## src/sgs_pkg.sv

```systemverilog
// ----------------------------------------------------------------------------
// sgs_pkg
// Shared types and constants for the stick gesture selector.
// ----------------------------------------------------------------------------
`default_nettype none

package sgs_pkg;

	// hold counter width (8..32) and flick count limit (1..63)
	localparam int COUNTER_WIDTH = 16;
	localparam int MAX_SELECTION = 15;

	localparam int FLICK_W = $clog2(MAX_SELECTION + 1);
	// wide enough for the counter and every 15 bit tick register, plus sign
	localparam int CMP_W   = ((COUNTER_WIDTH > 16) ? COUNTER_WIDTH : 16) + 1;

	localparam logic signed [COUNTER_WIDTH-1:0] CNT_MAX =
		{1'b0, {(COUNTER_WIDTH-1){1'b1}}};
	localparam logic signed [COUNTER_WIDTH-1:0] CNT_MIN =
		{1'b1, {(COUNTER_WIDTH-1){1'b0}}};

	// config port
	localparam int CFG_ADDR_W = 8;
	localparam int CFG_DATA_W = 16;
	localparam logic [CFG_ADDR_W-1:0] REG_STICK_THRESHOLD = 8'd0;
	localparam logic [CFG_ADDR_W-1:0] REG_START_TICKS     = 8'd1;
	localparam logic [CFG_ADDR_W-1:0] REG_VERIFY_TICKS    = 8'd2;
	localparam logic [CFG_ADDR_W-1:0] REG_STOP_TICKS      = 8'd3;

	localparam logic [9:0]  RST_STICK_THRESHOLD = 10'd600;
	localparam logic [14:0] RST_START_TICKS     = 15'd2000;
	localparam logic [14:0] RST_VERIFY_TICKS    = 15'd40;
	localparam logic [14:0] RST_STOP_TICKS      = 15'd1000;

	localparam int IN_DATA_W  = 32;
	localparam int OUT_DATA_W = 16;

	typedef logic signed [COUNTER_WIDTH-1:0] cnt_t;
	typedef logic [FLICK_W-1:0] flick_t;

	typedef struct packed {
		logic [9:0]  stick_threshold;
		logic [14:0] start_ticks;
		logic [14:0] verify_ticks;
		logic [14:0] stop_ticks;
	} sgs_cfg_t;

	typedef struct packed {
		logic              left_switch_down;
		logic              right_switch_down;
		logic signed [10:0] stick_x_right;
		logic signed [10:0] stick_x_left;
		logic              busy_req;
	} sgs_item_t;

	typedef struct packed {
		logic   mode_selecting;
		flick_t flick_count;
		cnt_t   hold_counter;
	} sgs_state_t;

	typedef struct packed {
		logic       selecting;
		logic       hold_verified;
		logic       begin_event;
		logic       select_done;
		logic [3:0] selection;
		logic       gyro_request;
	} sgs_result_t;

endpackage

`default_nettype wire

```

## src/sgs_update.sv

```systemverilog
// ----------------------------------------------------------------------------
// sgs_update
// Next-state and result logic for one tick of the gesture selector.
// ----------------------------------------------------------------------------
`default_nettype none

module sgs_update (
	input  sgs_pkg::sgs_cfg_t    cfg,
	input  sgs_pkg::sgs_item_t   item,
	input  sgs_pkg::sgs_state_t  cur,
	output sgs_pkg::sgs_state_t  nxt,
	output sgs_pkg::sgs_result_t res
);

	logic signed [11:0] thr;
	logic signed [11:0] xr;
	logic signed [11:0] xl;
	logic               inward;
	logic               outward;

	sgs_pkg::cnt_t cnt0;
	sgs_pkg::cnt_t cnt_up;
	sgs_pkg::cnt_t cnt1;

	logic signed [sgs_pkg::CMP_W-1:0] cnt0_x;
	logic signed [sgs_pkg::CMP_W-1:0] cnt1_x;
	logic signed [sgs_pkg::CMP_W-1:0] verify_x;
	logic signed [sgs_pkg::CMP_W-1:0] start_x;
	logic signed [sgs_pkg::CMP_W-1:0] stop_x;

	sgs_pkg::flick_t flick1;
	logic [7:0]      flick_w;

	assign thr = signed'({2'b00, cfg.stick_threshold});
	assign xr  = 12'(item.stick_x_right);
	assign xl  = 12'(item.stick_x_left);

	assign inward  = (xr < -thr) && (xl > thr);
	assign outward = (xr > thr) && (xl < -thr);

	assign cnt0     = cur.hold_counter;
	assign cnt0_x   = sgs_pkg::CMP_W'(cnt0);
	assign verify_x = signed'({{(sgs_pkg::CMP_W-15){1'b0}}, cfg.verify_ticks});
	assign start_x  = signed'({{(sgs_pkg::CMP_W-15){1'b0}}, cfg.start_ticks});
	assign stop_x   = signed'({{(sgs_pkg::CMP_W-15){1'b0}}, cfg.stop_ticks});

	// saturating count toward the top; negative values snap to zero
	always_comb begin
		if (cnt0 < 0) begin
			cnt_up = '0;
		end else if (cnt0 < sgs_pkg::CNT_MAX) begin
			cnt_up = cnt0 + sgs_pkg::cnt_t'(1);
		end else begin
			cnt_up = cnt0;
		end
	end

	always_comb begin
		cnt1   = cnt0;
		flick1 = cur.flick_count;
		if (!cur.mode_selecting && inward) begin
			cnt1 = cnt_up;
		end else if (cur.mode_selecting && outward) begin
			cnt1 = cnt_up;
		end else if (cur.mode_selecting && (cnt0_x >= verify_x) && !inward) begin
			// flick released after a verified hold
			cnt1 = '0;
			if (cur.flick_count < sgs_pkg::FLICK_W'(sgs_pkg::MAX_SELECTION)) begin
				flick1 = cur.flick_count + sgs_pkg::flick_t'(1);
			end
		end else if (cnt0 > sgs_pkg::CNT_MIN) begin
			cnt1 = cnt0 - sgs_pkg::cnt_t'(1);
		end
	end

	assign cnt1_x  = sgs_pkg::CMP_W'(cnt1);
	assign flick_w = 8'(flick1);

	always_comb begin
		nxt = cur;
		res = '0;
		if (item.busy_req) begin
			nxt.mode_selecting = 1'b0;
			nxt.flick_count    = '0;
		end else if (!(item.left_switch_down && item.right_switch_down)) begin
			nxt.mode_selecting = 1'b0;
			nxt.flick_count    = '0;
			nxt.hold_counter   = '0;
		end else begin
			nxt.mode_selecting = cur.mode_selecting;
			nxt.flick_count    = flick1;
			nxt.hold_counter   = cnt1;
			res.hold_verified  = cur.mode_selecting && (cnt1_x >= verify_x);
			if (!cur.mode_selecting && (cnt1_x >= start_x)) begin
				nxt.mode_selecting = 1'b1;
				nxt.flick_count    = '0;
				nxt.hold_counter   = '0;
				res.begin_event    = 1'b1;
			end else if (cur.mode_selecting && (cnt1_x <= -stop_x)) begin
				res.select_done    = 1'b1;
				res.selection      = (flick_w > 8'd15) ? 4'd15 : flick_w[3:0];
				res.gyro_request   = (flick_w == 8'd1);
				nxt.mode_selecting = 1'b0;
				nxt.flick_count    = '0;
				nxt.hold_counter   = '0;
			end
		end
		res.selecting = nxt.mode_selecting;
	end

endmodule

`default_nettype wire

```

## src/stick_gesture_selector_core.sv

```systemverilog
// ----------------------------------------------------------------------------
// stick_gesture_selector_core
// Remote-control stick gesture recognizer with streaming in/out and a
// register write port.
// ----------------------------------------------------------------------------
// One input word per control tick, one result word per input word. A word is
// taken into an input register, then the gesture state and the result register
// are updated together when the word advances, and a new word is taken every
// cycle while the result side keeps up; a stalled result holds the input
// register, and s_tready drops only when both are full.
// Register writes are always accepted and should be made while no word is
// in flight.
`default_nettype none

module stick_gesture_selector_core (
	input  wire logic                             clk,
	input  wire logic                             arst_n,
	input  wire logic                             s_tvalid,
	output logic                                  s_tready,
	// [0] left_switch_down, [1] right_switch_down, [12:2] stick_x_right,
	// [23:13] stick_x_left, [24] busy_req, [31:25] zero
	input  wire logic [sgs_pkg::IN_DATA_W-1:0]    s_tdata,
	output logic                                  m_tvalid,
	input  wire logic                             m_tready,
	// [0] selecting, [1] hold_verified, [2] begin_event, [3] select_done,
	// [7:4] selection, [8] gyro_request, [15:9] zero
	output logic [sgs_pkg::OUT_DATA_W-1:0]        m_tdata,
	input  wire logic                             cfg_valid,
	output logic                                  cfg_ready,
	input  wire logic [sgs_pkg::CFG_ADDR_W-1:0]   cfg_addr,
	input  wire logic [sgs_pkg::CFG_DATA_W-1:0]   cfg_data
);

	sgs_pkg::sgs_cfg_t    cfg_q;
	sgs_pkg::sgs_state_t  state_q;
	sgs_pkg::sgs_state_t  state_nxt;
	sgs_pkg::sgs_item_t   item_s1;
	sgs_pkg::sgs_result_t res;
	logic                 valid_s1;
	logic                 advance;
	logic [sgs_pkg::OUT_DATA_W-1:0] out_q;

	assign cfg_ready = 1'b1;
	assign advance   = valid_s1 && (!m_tvalid || m_tready);
	assign s_tready  = !valid_s1 || advance;
	assign m_tdata   = out_q;

	always_ff @(posedge clk or negedge arst_n) begin
		if (!arst_n) begin
			cfg_q.stick_threshold <= sgs_pkg::RST_STICK_THRESHOLD;
			cfg_q.start_ticks     <= sgs_pkg::RST_START_TICKS;
			cfg_q.verify_ticks    <= sgs_pkg::RST_VERIFY_TICKS;
			cfg_q.stop_ticks      <= sgs_pkg::RST_STOP_TICKS;
		end else if (cfg_valid && cfg_ready) begin
			case (cfg_addr)
				sgs_pkg::REG_STICK_THRESHOLD: cfg_q.stick_threshold <= cfg_data[9:0];
				sgs_pkg::REG_START_TICKS:     cfg_q.start_ticks     <= cfg_data[14:0];
				sgs_pkg::REG_VERIFY_TICKS:    cfg_q.verify_ticks    <= cfg_data[14:0];
				sgs_pkg::REG_STOP_TICKS:      cfg_q.stop_ticks      <= cfg_data[14:0];
				default: ;
			endcase
		end
	end

	// input register
	always_ff @(posedge clk or negedge arst_n) begin
		if (!arst_n) begin
			valid_s1 <= 1'b0;
		end else if (s_tready) begin
			valid_s1 <= s_tvalid;
		end
	end

	always_ff @(posedge clk) begin
		if (s_tvalid && s_tready) begin
			item_s1.left_switch_down  <= s_tdata[0];
			item_s1.right_switch_down <= s_tdata[1];
			item_s1.stick_x_right     <= signed'(s_tdata[12:2]);
			item_s1.stick_x_left      <= signed'(s_tdata[23:13]);
			item_s1.busy_req          <= s_tdata[24];
		end
	end

	sgs_update u_update (
		.cfg  (cfg_q),
		.item (item_s1),
		.cur  (state_q),
		.nxt  (state_nxt),
		.res  (res)
	);

	always_ff @(posedge clk or negedge arst_n) begin
		if (!arst_n) begin
			state_q <= '0;
		end else if (advance) begin
			state_q <= state_nxt;
		end
	end

	// result register
	always_ff @(posedge clk or negedge arst_n) begin
		if (!arst_n) begin
			m_tvalid <= 1'b0;
		end else if (advance) begin
			m_tvalid <= 1'b1;
		end else if (m_tready) begin
			m_tvalid <= 1'b0;
		end
	end

	always_ff @(posedge clk) begin
		if (advance) begin
			out_q <= {7'd0, res.gyro_request, res.selection, res.select_done,
				res.begin_event, res.hold_verified, res.selecting};
		end
	end

endmodule

`default_nettype wire

```

## config.mk

```make
export PLATFORM = sky130hd
export DESIGN_NAME = stick_gesture_selector_core
export DESIGN_NICKNAME = d
export VERILOG_FILES = /design/src/sgs_pkg.sv /design/src/sgs_update.sv /design/src/stick_gesture_selector_core.sv
export SDC_FILE = /design/constraint.sdc
export NUM_CORES = 1
export LEC_CHECK = 0
export BUFFER_PORTS_ARGS = -buffer_cell sky130_fd_sc_hd__buf_2
export CAP_MARGIN = 30
export CORE_MARGIN = 10
export CORE_UTILIZATION = 40
export CTS_CLUSTER_DIAMETER = 120
export CTS_CLUSTER_SIZE = 20
export DETAILED_ROUTE_END_ITERATION = 10
export HOLD_SLACK_MARGIN = 0.02
export PLACE_DENSITY = 0.62
export SYNTH_ARGS = -nofsm -noshare
export SYNTH_HDL_FRONTEND = slang
export SYNTH_SLANG_ARGS = --single-unit
```

## constraint.sdc

```tcl
create_clock -name clk -period 17.2 [get_ports clk]
set_clock_uncertainty 0.2 [all_clocks]
set_input_delay 2.58 -clock clk [delete_from_list [all_inputs] [get_ports clk]]
set_output_delay 2.58 -clock clk [all_outputs]
set_load 0.01 [all_outputs]
```

* Word level (Yosys, flattened, before mapping) *
Index checks and enable logic that the tools add are counted.

storage, ports and cells
  logic and storage cells = 90
  flip-flop bits (word level) = 112
  output and inout port bits = 19
  bits of input ports = 61

operators by class
  add/subtract/negate cells = 5
  multiplexer cells = 19
  equal/unequal tests = 4
  $lt $le $gt $ge = 13
  bitwise logic cells = 3
  reductions and logical operators = 28

operator list
  cell                     count
  $mux W16                 6
  $mux W21                 3
  $ge A16 B16 Y1           3
  $lt A11 B12 Y1           2
  $gt A11 B11 Y1           2
  $mux W4                  5
  $le A16 B17 Y1           1
  $neg A15 Y17             1
  $add A16 B2 Y16 const B  1
  $eq A8 B2 Y1 const B     2
  $gt A16 B16 Y1 const B   1
  $lt A16 B1 Y1 const B    1
  $lt A16 B16 Y1 const B   1
  $sub A16 B2 Y16 const B  1
  $logic_and A1 B1 Y1      12
  $neg A10 Y12             1
  $reduce_and A2 Y1        5
  $eq A8 B1 Y1 const B     1
  $logic_not A8 Y1         1
  $mux W6                  1
  $mux W5                  1
  $add A4 B1 Y4 const B    1
  $eq A4 B1 Y1 const B     1
  $gt A4 B4 Y1 const B     1
  9 further kinds          17

* Logic depth before layout (Yosys ltp) *
  word-level depth = 14
  gate-level depth with buffers = 28
  mapped depth without buffers = 26

* Modules after synthesis *
From an unflattened synthesis, not the netlist that was laid out.

unflattened totals
  cell total of the unflattened synthesis = 807
  area total of the unflattened synthesis = 8406.8 um^2

modules (own cells, without submodules)
  module                       cells an instance  instances  sequential area each (um^2)  area an instance (um^2)
  sgs_update                   590                1          0.0                          4320.4
  stick_gesture_selector_core  217                1          2995.4                       4086.4

* Least setup slack after synthesis *
OpenSTA, ideal clock, no wires.

  kind = register -> register
  start = register cfg_q[48] (netlist bit)
  end = register state_q[10] (netlist bit)
  path buffers = 2
  required time = 16878 ps
  arrival time = 5421 ps
  path slack = 11458 ps
  period minus slack after synthesis = 5742 ps
  stages on the path, launching flop included = 26
  setup time = 122 ps
  cells stage by stage = dfstp_2 -> nor4_4 -> nand2_1 -> nor3_1 -> xnor2_1 -> ha_1 -> or2_2 -> o311a_1 -> a311oi_2 -> a22oi_1 -> a21o_4 -> a21o_4 -> buf_6 -> o2bb2ai_1 -> ha_1 -> a21o_1 -> a21o_1 -> a211oi_1 -> o21ai_0 -> a221oi_1 -> o21ai_0 -> nand3_1 -> a31oi_1 -> and2_1 -> clkbuf_1 -> a32o_1

between the ends
  cells in the longest elaborated chain, start to end = 13
  elaborated cells between the ends (all ways) = 21
  classes of those cells = 1 x add/sub; 6 x order compare; 6 x mux; 8 x reduce/logical

ends and longest elaborated chain
  what                    RTL line                            text
  start: declaration      stick_gesture_selector_core.sv:34   sgs_pkg::sgs_cfg_t cfg_q;
  $neg A10 Y12            sgs_update.sv:38, sgs_update.sv:39
  $lt A11 B12 Y1          sgs_update.sv:38                    assign inward = (xr < -thr) && (xl > thr);
  $logic_and A1 B1 Y1     sgs_update.sv:38
  $logic_not A1 Y1        sgs_update.sv:65                    end else if (cur.mode_selecting && (cnt0_x >= verify_x) && !inward) begin
  $logic_and A1 B1 Y1     sgs_update.sv:65
  $mux W16                sgs_update.sv:65
  $mux W16                sgs_update.sv:63                    end else if (cur.mode_selecting && outward) begin
  $mux W16 (*)            sgs_update.sv:61                    if (!cur.mode_selecting && inward) begin
  $le A16 B17 Y1          sgs_update.sv:99                    end else if (cur.mode_selecting && (cnt1_x <= -stop_x)) begin
  $logic_and A1 B1 Y1     sgs_update.sv:99
  $mux W21                sgs_update.sv:99
  $mux W21 (*)            sgs_update.sv:94                    if (!cur.mode_selecting && (cnt1_x >= start_x)) begin
  $mux W21 (*)            sgs_update.sv:85                    end else if (!(item.left_switch_down && item.right_switch_down)) begin
  end signal: assignment  stick_gesture_selector_core.sv:96   state_q <= state_nxt;
  end: declaration        stick_gesture_selector_core.sv:35   sgs_pkg::sgs_state_t state_q;

Mark *: on every way between the ends. The rest lies on a longest branch, timed or not.
A chain may end at the register's enable or synchronous reset.

* Worst setup path in the final report *
  start = register cfg_q[48] (netlist bit)
  end = register state_q[8] (netlist bit)

Same word-level chain as after synthesis.

==> reports/results.ini <==
[worst_setup_path]
end_kind = register
slowest_stage = a2111oi_0
rrSetupSlack_ps = 10070
cp_max_fo = 13
cp_slowest_stage_delay_ps = 520
cp-start-kind = register
cp.arrival_ps = 7190
critical_path_class = register to register
crit_required_ps = 17250
path_cells = nor4_4 > nand2_1 > nor3_1 > xnor2_1 > ha_1 > or2_2 > o311a_1 > a311oi_2 > a22oi_1 > a21o_4 > o211ai_2 > o22ai_1 > o21ai_1 > ha_1 > nand2b_1 > a21o_1 > a21o_1 > a211oi_1 > o21ai_0 > a2111oi_0 > nor2_1 > o2111ai_2 > nand3_1 > o31ai_1

[clock_network]
cts_resized = 0
clk_latency_ps = 350
numClockSinks = 112
clk_pin_slew_ps = 80
post_cts_buffers = 0
cts_buffer_depth = 2
cts_buffers = 9
cts_max_level = 3
cts_tree = yes
hold_buffers = 0
cts_root_buf = clkbuf_16

[placement]
gp_congestion = 0.872
io_buffers = 63
dpl.cell_count = 1094
hpwlAfterDp_mm = 15.0

[power_and_ir_drop]
power_leakage_nw = 3.93
switching_share = 0.452
combPwrFrac = 0.625
power_frac_clock = 0.147
ir_worst_vdd_uv = 121
powerDensity_nw_per_um2 = 174
p_sw_mw = 0.702
power_frac_seq = 0.228
intPower_mw = 0.850

[detailed_routing]
vias = 6054
drt-pass1-iter-count = 4
drt_iter0_drc = 374
antenna_left = 0
wl_per_cell_um = 17.2
post_drt_via_cell_ratio = 5.45
dr_wl_met3_um = 649
drc = 0
wl_met2_mm = 9.42
highest_layer = met4
wirelength_mm = 19.1
met1_length_mm = 8.66

[yosys]
async_flop_share = 0.696
synthFlopType = dfrtp_1
synth_edf_count = 34
syn_inst = 788
ys_warn_count = 0
syn_area_per_cell_um2 = 10.2
yosysUniqueCellTypes = 84
yosysSeqAreaShare = 0.374
ys_ff_latch = 112
syn_area_um2 = 8010

[sta]
hold_viol_final = 0
period_needed_ps = 7130
rsz0062_at_grt = no
relSlewSlack = 0.336
setup_viol = 0
tightest_slew_ps = 994
fin_hold_ws_ps = 300
period_share = 0.415
finalSetupTns_ps = 0
drv_slew = 0
max_freq_mhz = 140

[grt]
grt_overflow = 0
antenna_found_initial = 0
grt_pass1_vias = 6174
grtUsageTotal = 0.149
grt_pass1_wl_mm = 32.0
grt_max_degree = 59

[run]
cap_violations = 0

[final_layout]
drive_above_1_share = 0.210
area_delta_synth_final_pct = 11.1
finalNonFillerCells = 1111
diodes = 0
finish.utilization = 0.454
layout.nets = 1005
layout_common_cells = 103 x ha_1, 62 x buf_2, 61 x inv_1, 60 x dfrtp_1, 50 x nand2_1
layout_commonest_cell = ha_1

[die]
boundaryPins = 80
num_rows = 51
die_area_um2 = 26100
die_w_um = 161
die_y_um = 161
core_um2 = 19600
initial_core_util = 0.409

[hold_path]
hp-class = register to register

[status]
status = finished, final reports clean

cell type report:
type	count	area (um^2)
clock buffers	10	229
clock inverters	6	90.1
fillers	1915	10700
inverters	61	229
multi-input cells	590	4650
flip-flops and latches	112	3000
well taps	265	332
repair buffers	67	374
Yosys cell counts (21+ instances only):
| cell | count | area, um^2 |
|---|---|---|
| ha_1 | 103 | 1290 |
| inv_1 | 61 | 229 |
| dfrtp_1 | 60 | 1500 |
| nand2_1 | 50 | 188 |
| mux2_2 | 45 | 507 |
| nor2_1 | 42 | 158 |
| edfxtp_1 | 34 | 1020 |
| o21ai_0 | 28 | 140 |
| nand3_1 | 23 | 115 |
| a21oi_1 | 22 | 110 |
| nor3_1 | 22 | 110 |
| a21o_1 | 21 | 158 |
power groups by stage:
stage	logic [mW]	registers, mW	clock network (mW)
floorplan	0.749	0.331	0
global placement	0.942	0.357	0
detailed placement	0.960	0.358	0
CTS	0.969	0.353	0.234
global route	1.11	0.359	0.244
finish	0.970	0.354	0.229
metrics by stage:
| stage | setup WS [ps] | instance area (um^2) | power, mW |
|---|---|---|---|
| final | 10070 | 8900 | 1.55 |
| after global routing | 9540 | 8900 | 1.72 |
| after CTS | 9960 | 8880 | 1.56 |
| after detailed placement | 10020 | 8570 | 1.32 |
| after global placement | 10040 | 8540 | 1.30 |
| after floorplan | 11460 | 8030 | 1.08 |
flip-flops by register name, summed over array words and instances, names as in the netlist:
name	count
cfg_q	55
m_tdata	9
state_q	21
item_s1	25
valid_s1	1
m_tvalid	1
routing by layer:
metal,global-route usage,up-vias
li1,-,3012
met1,0.187,2912
met2,0.258,111
met3,0.0214,19
met4,0.0492,0
met5,0,-
critical path, delay by kind of cell (launching register included):
family / cells / cell delay, ps
flops: 1 / 410
fa+ha+maj: 2 / 610
simple gates: 7 / 1820
compound gates: 14 / 3760
xor+xnor: 1 / 210
path summary, 6_finish.rpt:
kind / endpoint / cells past startpoint / startpoint
setup / recovery: state_q[8]$_DFFE_PN0P_ / 24 / cfg_q[48]$_DFFE_PN1P_
hold / removal: m_tvalid$_DFFE_PN0P_ / 1 / valid_s1$_DFFE_PN0N_
setup reg to reg: state_q[8]$_DFFE_PN0P_ / 24 / cfg_q[48]$_DFFE_PN1P_
hold reg to reg: m_tvalid$_DFFE_PN0P_ / 1 / valid_s1$_DFFE_PN0N_
max in group asynchronous: cfg_q[24]$_DFFE_PN0P_ / 2 / arst_n
min in group asynchronous: state_q[17]$_DFFE_PN0P_ / 1 / arst_n
logic make-up after synthesis:
family / count (synthesis) / synth area share
and+or+nand+nor: 234 / 0.155
AOI/OAI and AO/OA: 163 / 0.154
DFF: 112 / 0.374
adders and majority gates: 105 / 0.164
buffers and inverters: 92 / 0.0486
muxes: 50 / 0.0697
xor gates and xnor gates: 30 / 0.0345
other: 2 / 0.000938
(Power assumes the default switching activity.)
